`config.mk`:
```
export PLATFORM = sky130hd
export DESIGN_NAME = pclb_div
export DESIGN_NICKNAME = d
export VERILOG_FILES = /design/src/rtl/assert_macros.svh /design/src/rtl/pclb_pkg.sv /design/src/rtl/pclb_div.sv
export SDC_FILE = /design/constraint.sdc
export NUM_CORES = 1
export LEC_CHECK = 0
export ABC_AREA = 0
export ABC_CLOCK_PERIOD_IN_PS = 4000
export BUFFER_PORTS_ARGS = -buffer_cell sky130_fd_sc_hd__buf_2
export CORE_MARGIN = 2
export CORE_UTILIZATION = 40
export CTS_CLUSTER_SIZE = 12
export DETAILED_ROUTE_END_ITERATION = 8
export MAX_ROUTING_LAYER = met4
export PLACE_DENSITY = 0.67
export SLEW_MARGIN = 30
export SYNTH_ARGS = -nofsm -noshare
export SYNTH_HDL_FRONTEND = slang
export SYNTH_SLANG_ARGS = --single-unit
```
`constraint.sdc`:
```
create_clock -name clk -period 4 [get_ports clk]
set_clock_uncertainty 0.15 [all_clocks]
set_input_delay 0.2 -clock clk [delete_from_list [all_inputs] [get_ports clk]]
set_output_delay 0.2 -clock clk [all_outputs]
set_load 0.005 [all_outputs]
```
`src/rtl/assert_macros.svh`:
```
// assertion macros for the cell list binner
`ifndef ASSERT_MACROS_SVH
`define ASSERT_MACROS_SVH

// clocked assertion, off while reset is high
`define PCLB_ASSERT(label, clock, reset, prop) \
  label: assert property (@(posedge clock) disable iff (reset) prop) \
    else $error("pclb assertion failed");

// same, on the usual clk and rst
`define PCLB_ASSERT_CLK(label, prop) `PCLB_ASSERT(label, clk, rst, prop)

`endif

```
`src/rtl/pclb_pkg.sv`:
```
// shared types and constants for the cell list binner
package pclb_pkg;

  localparam int POS_W      = 32;
  localparam int ID_W       = 16;
  localparam int CELL_W     = 15;
  localparam int GRID_W     = 6;
  localparam int NUM_AXES   = 3;
  localparam int CFG_IDX_W  = 3;
  localparam int CFG_DATA_W = 32;
  localparam int CNT_W      = $clog2(POS_W + 1);
  localparam int TMP_W      = 2 * GRID_W + 1;
  localparam int LIN_W      = TMP_W + GRID_W;
  localparam int ENTRY_W    = ID_W + 1;

  localparam logic [CFG_IDX_W-1:0] REG_GRID_X      = 3'd0;
  localparam logic [CFG_IDX_W-1:0] REG_GRID_Y      = 3'd1;
  localparam logic [CFG_IDX_W-1:0] REG_GRID_Z      = 3'd2;
  localparam logic [CFG_IDX_W-1:0] REG_CELL_SIZE_X = 3'd3;
  localparam logic [CFG_IDX_W-1:0] REG_CELL_SIZE_Y = 3'd4;
  localparam logic [CFG_IDX_W-1:0] REG_CELL_SIZE_Z = 3'd5;

  localparam logic [GRID_W-1:0] GRID_RESET = 6'd1;
  localparam logic [POS_W-1:0]  SIZE_RESET = 32'h0001_0000;

  typedef enum logic [1:0] {
    CMD_CLEAR  = 2'd0,
    CMD_INSERT = 2'd1,
    CMD_READ   = 2'd2,
    CMD_NONE   = 2'd3
  } cmd_t;

  typedef logic [NUM_AXES-1:0][POS_W-1:0] axis_word_t;

  typedef struct packed {
    cmd_t              command;
    logic [POS_W-1:0]  pos_x;
    logic [POS_W-1:0]  pos_y;
    logic [POS_W-1:0]  pos_z;
    logic [ID_W-1:0]   particle_id;
    logic [CELL_W-1:0] query_cell;
  } item_t;

  typedef struct packed {
    logic [CELL_W-1:0] cell_index;
    logic [ID_W-1:0]   link;
    logic              link_valid;
    logic              out_of_range;
  } result_t;

endpackage

```
`src/rtl/pclb_div.sv`:
```
// three-lane restoring divider, one quotient bit per cycle on every lane
module pclb_div
  import pclb_pkg::*;
(
  input  logic       clk,
  input  logic       rst,
  input  logic       start,
  input  axis_word_t dividend,
  input  axis_word_t divisor,
  output logic       done,
  output axis_word_t quotient
);

  logic             running;
  logic [CNT_W-1:0] cnt;
  axis_word_t       rem;
  axis_word_t       quo;
  axis_word_t       dvs;

  logic [NUM_AXES-1:0][POS_W:0]   trial;
  logic [NUM_AXES-1:0][POS_W+1:0] diff;

  always_comb begin
    for (int a = 0; a < NUM_AXES; a++) begin
      trial[a] = {rem[a], quo[a][POS_W-1]};
      diff[a]  = {1'b0, trial[a]} - {2'b00, dvs[a]};
    end
  end

  always_ff @(posedge clk) begin
    if (rst) begin
      running <= 1'b0;
      done    <= 1'b0;
      cnt     <= '0;
    end else begin
      done <= running && !start && (cnt == CNT_W'(1));
      if (start) begin
        running <= 1'b1;
        cnt     <= CNT_W'(POS_W);
      end else if (running) begin
        cnt <= cnt - 1'b1;
        if (cnt == CNT_W'(1)) begin
          running <= 1'b0;
        end
      end
    end
  end

  always_ff @(posedge clk) begin
    if (start) begin
      rem <= '0;
      quo <= dividend;
      dvs <= divisor;
    end else if (running) begin
      for (int a = 0; a < NUM_AXES; a++) begin
        if (!diff[a][POS_W+1]) begin
          rem[a] <= diff[a][POS_W-1:0];
          quo[a] <= {quo[a][POS_W-2:0], 1'b1};
        end else begin
          rem[a] <= trial[a][POS_W-1:0];
          quo[a] <= {quo[a][POS_W-2:0], 1'b0};
        end
      end
    end
  end

  assign quotient = quo;

endmodule

```
==> impl_metrics.py <==
metrics = {
    "setup_path": {
        "cp_max_fo": 22,
        "crit_start": "dvs[33]",
        "worstPathArrival_ns": 3.84,
        "cp.required_ns": 4.29,
        "start_kind": "register",
        "r2r-start": "dvs[33]",
        "r2r_end": "rem[36]",
        "path_class": "register to register",
        "reg2reg_depth": 12,
        "endpoint_kind": "register",
        "crit_end": "rem[36]",
        "r2r_setup_slack_ns": 0.46,
    },
    "final_layout": {
        "synthToLayoutAreaGrowth_pct": 30.4,
        "register_area_sq_um": 7850,
        "num-fill-cells": 3598,
        "multi_input_area_sq_um": 7980,
        "drive_above_1_share": 0.226,
        "final_nets": 2363,
        "diodes": 0,
    },
    "sta": {
        "drv_slew": 0,
        "fin_crit_sh": 0.886,
        "rsz0062_at_grt": "false",
        "fin_crit_ns": 3.54,
        "worst_slew_pin_slew_ns": 0.886,
        "setup_viol": 0,
        "relSlewSlack": 0.409,
        "max_freq_mhz": 282,
        "finalHoldViolCount": 0,
        "finalSetupTns_ns": 0,
        "fin_ws_ns": 0.457,
    },
    "cts": {
        "clk_pin_slew_ns": 0.06,
        "clk_path_buf_depth": 3,
        "post_cts_buffers": 0,
        "clock_sinks": 296,
        "root_buffer": "clkbuf_16",
        "htreeDepth": 2,
        "cts_inserted_buffers": 35,
        "cts_tree": "done",
        "clock_latency_ns": 0.54,
        "postCtsHoldBufs": 194,
        "cts-resized-gates": 0,
    },
    "grt": {
        "grt_start_max_net_pins": 98,
        "use_met3": 0.0434,
        "antenna_found_initial": 0,
        "grt_use_total": 0.213,
        "grt_overflow": 0,
        "grtUsageMet1": 0.260,
        "grt_most_used_layer": "met2",
        "grt_pass1_wl_um": 73000,
        "gr-usage-met2": 0.346,
        "grt_pass1_vias": 14300,
    },
    "power": {
        "power_leakage_nw": 9.29,
        "p_total_mw": 8.73,
        "peakVddDrop_mv": 0.337,
        "power_density_nw_per_um2": 404,
    },
    "synthesis": {
        "yosysWarnings": 0,
        "synth_area_leaders": "edfxtp_1 (35%), dfxtp_1 (13%), ha_1 (7.4%), mux2_2 (6.9%), nand2_1 (3.0%)",
        "synth_fa_ha_area_frac": 0.0775,
        "synth.avg_cell_area_sq_um": 10.4,
        "synthSimpleGateAreaFrac": 0.100,
        "yosys_register_bits": 296,
        "synth-main-ff-cell": "edfxtp_1",
        "synth_edf_count": 192,
        "async_reset_ff_frac": 0,
        "synth_top_area_cell": "edfxtp_1",
        "post_synth_instance_area_sq_um": 16600,
        "synth.mux.area_fraction": 0.0964,
        "synth_top_family_by_area": "compound AO/OA/AOI/OAI gates",
        "yosysSeqAreaShare": 0.473,
        "synth_compound_area_frac": 0.165,
        "synthDistinctLibCells": 72,
        "syn_inst": 1596,
        "synth_top_area_share": 0.348,
        "syn_nets": 1892,
        "synth-xor-area-share": 0.0407,
    },
    "floorplanning": {
        "die_y_um": 208,
        "ios": 292,
        "die_w_um": 208,
        "rows": 74,
        "die_area_sq_um": 43100,
        "initial_utilization": 0.405,
        "core_area_sq_um": 40900,
    },
    "route": {
        "first_pass_iters": 5,
        "first_iter_violations": 830,
        "ant_nets": 0,
        "via_count": 13900,
        "drc_errors": 0,
        "vias_per_cell": 5.30,
        "drt-total-wl_um": 44900,
        "wl_per_cell_um": 17.1,
    },
    "placement": {
        "dp_hpwl_um": 29800,
        "place_ws_ns": 0.510,
        "port_buffers": 291,
        "globalplace.congestion": 0.934,
    },
    "worst_hold_path": {
        "hold_class": "input pin to register",
    },
    "job": {
        "drv_cap": 0,
    },
    "status": {
        "outcome": "finished clean",
    },
}
## per-layer routing
metal	up-vias	part of all wire
met5	-	0
met4	0	0.035
met3	95	0.063
met2	447	0.47
met1	6566	0.44
li1	6796	-
## worst min path at each step
stage,start,endpoint,slack (ns),depth (start not counted)
2_1_floorplan,divisor[0],dvs[0],0.15,0
3_3_place_gp,divisor[18],dvs[18],0.23,1
3_5_place_dp,divisor[27],dvs[27],0.23,1
4_1_cts,divisor[85],dvs[85],0.18,2
5_1_grt,divisor[45],dvs[45],0.21,2
6_report,divisor[63],dvs[63],0.21,2
## cells in the mapped netlist (3+ instances only)
| cell | number |
|---|---|
| a31oi_1 | 14 |
| buf_4 | 4 |
| a22o_1 | 3 |
| a211o_1 | 3 |
| nor3_1 | 23 |
| o31a_1 | 8 |
| mux2i_1 | 45 |
| or2_2 | 3 |
| or3_1 | 9 |
| ha_1 | 98 |
| nand4_1 | 13 |
| o31ai_1 | 7 |
| o211ai_1 | 12 |
| o41ai_1 | 3 |
| a211oi_1 | 35 |
| and2_1 | 5 |
| xor2_1 | 36 |
| nor2_1 | 111 |
| o2111ai_1 | 6 |
| dfxtp_1 | 104 |
| a221oi_1 | 5 |
| and3_1 | 5 |
| o21bai_1 | 17 |
| fa_1 | 3 |
| nand2_1 | 132 |
| buf_2 | 10 |
| nor4_1 | 4 |
| o21ai_0 | 85 |
| inv_1 | 129 |
| a311oi_1 | 24 |
| o21a_1 | 17 |
| o21ai_1 | 3 |
| nand3_1 | 26 |
| a41oi_1 | 5 |
| o22ai_1 | 5 |
| nand3b_1 | 4 |
| nor2b_1 | 13 |
| edfxtp_1 | 192 |
| a21oi_1 | 86 |
| a21o_1 | 40 |
| xnor2_1 | 41 |
| a32oi_1 | 6 |
| mux2_2 | 102 |
| clkbuf_1 | 52 |
| nand2b_1 | 14 |
## report_power, final
| part | switching (mW) | leakage, nW | internal, mW |
|---|---|---|---|
| Combinational | 1.04 | 6.01 | 0.926 |
| Sequential | 0.176 | 2.76 | 3.56 |
| Clock | 1.26 | 0.523 | 1.77 |
| Total | 2.48 | 9.29 | 6.25 |
## area by class of cell
class,instances,area share
Clock buffer,47,0.0450
Timing Repair Buffer,503,0.166
Clock inverter,14,0.00416
Inverter,129,0.0225
Sequential cell,296,0.363
Multi-Input combinational cell,1102,0.369
Tap cell,532,0.0308
## registers in the layout (all words and copies together), names as in the netlist
signal and flops:
quotient 96, dvs 96, done 1, cnt 6, running 1, rem 96
## critical path, cell delays in order (launching register included)
cell	delay, ns
edfxtp_1	0.37
inv_1	0.06
ha_1	0.26
nor2b_1	0.18
o31a_1	0.22
o2111ai_1	0.15
a2111oi_1	0.63
o2111ai_1	0.23
a21oi_1	0.41
nor2_4	0.05
buf_4	0.24
a211o_1	0.25
a311oi_1	0.25
## logic make-up (layout without fill, tap and decap cells)
| kind of cell | after synthesis | after routing |
|---|---|---|
| multiplexers | 147 | 147 |
| XOR/XNOR | 77 | 77 |
| flip-flops | 296 | 296 |
| buffers and inverters | 198 | 693 |
| AND/OR/NAND/NOR | 369 | 369 |
| AO/OA/AOI/OAI | 408 | 408 |
| adder cells (fa/ha/maj) | 101 | 101 |
## layout by cell type, fill, tap and decap left out, types with 86 or more instances in the layout
| master | instances |
|---|---|
| buf_2 | 290 |
| dlygate4sd3_1 | 194 |
| edfxtp_1 | 192 |
| nand2_1 | 132 |
| inv_1 | 128 |
| nor2_1 | 110 |
| dfxtp_1 | 103 |
| mux2_2 | 102 |
| ha_1 | 98 |
| a21oi_1 | 86 |
## per-stage QoR
step           hold WS [ns]  instance area (sq um)  instances  utilization
3_5_place_dp          0.228                  18600       2368        0.455
4_1_cts               0.178                  21600       2623        0.529
3_3_place_gp          0.227                  18600       2368        0.455
6_report              0.214                  21600       2623        0.529
5_1_grt               0.206                  21600       2623        0.529
2_1_floorplan         0.149                  16600       1596            -
(Power assumes the default switching activity.)
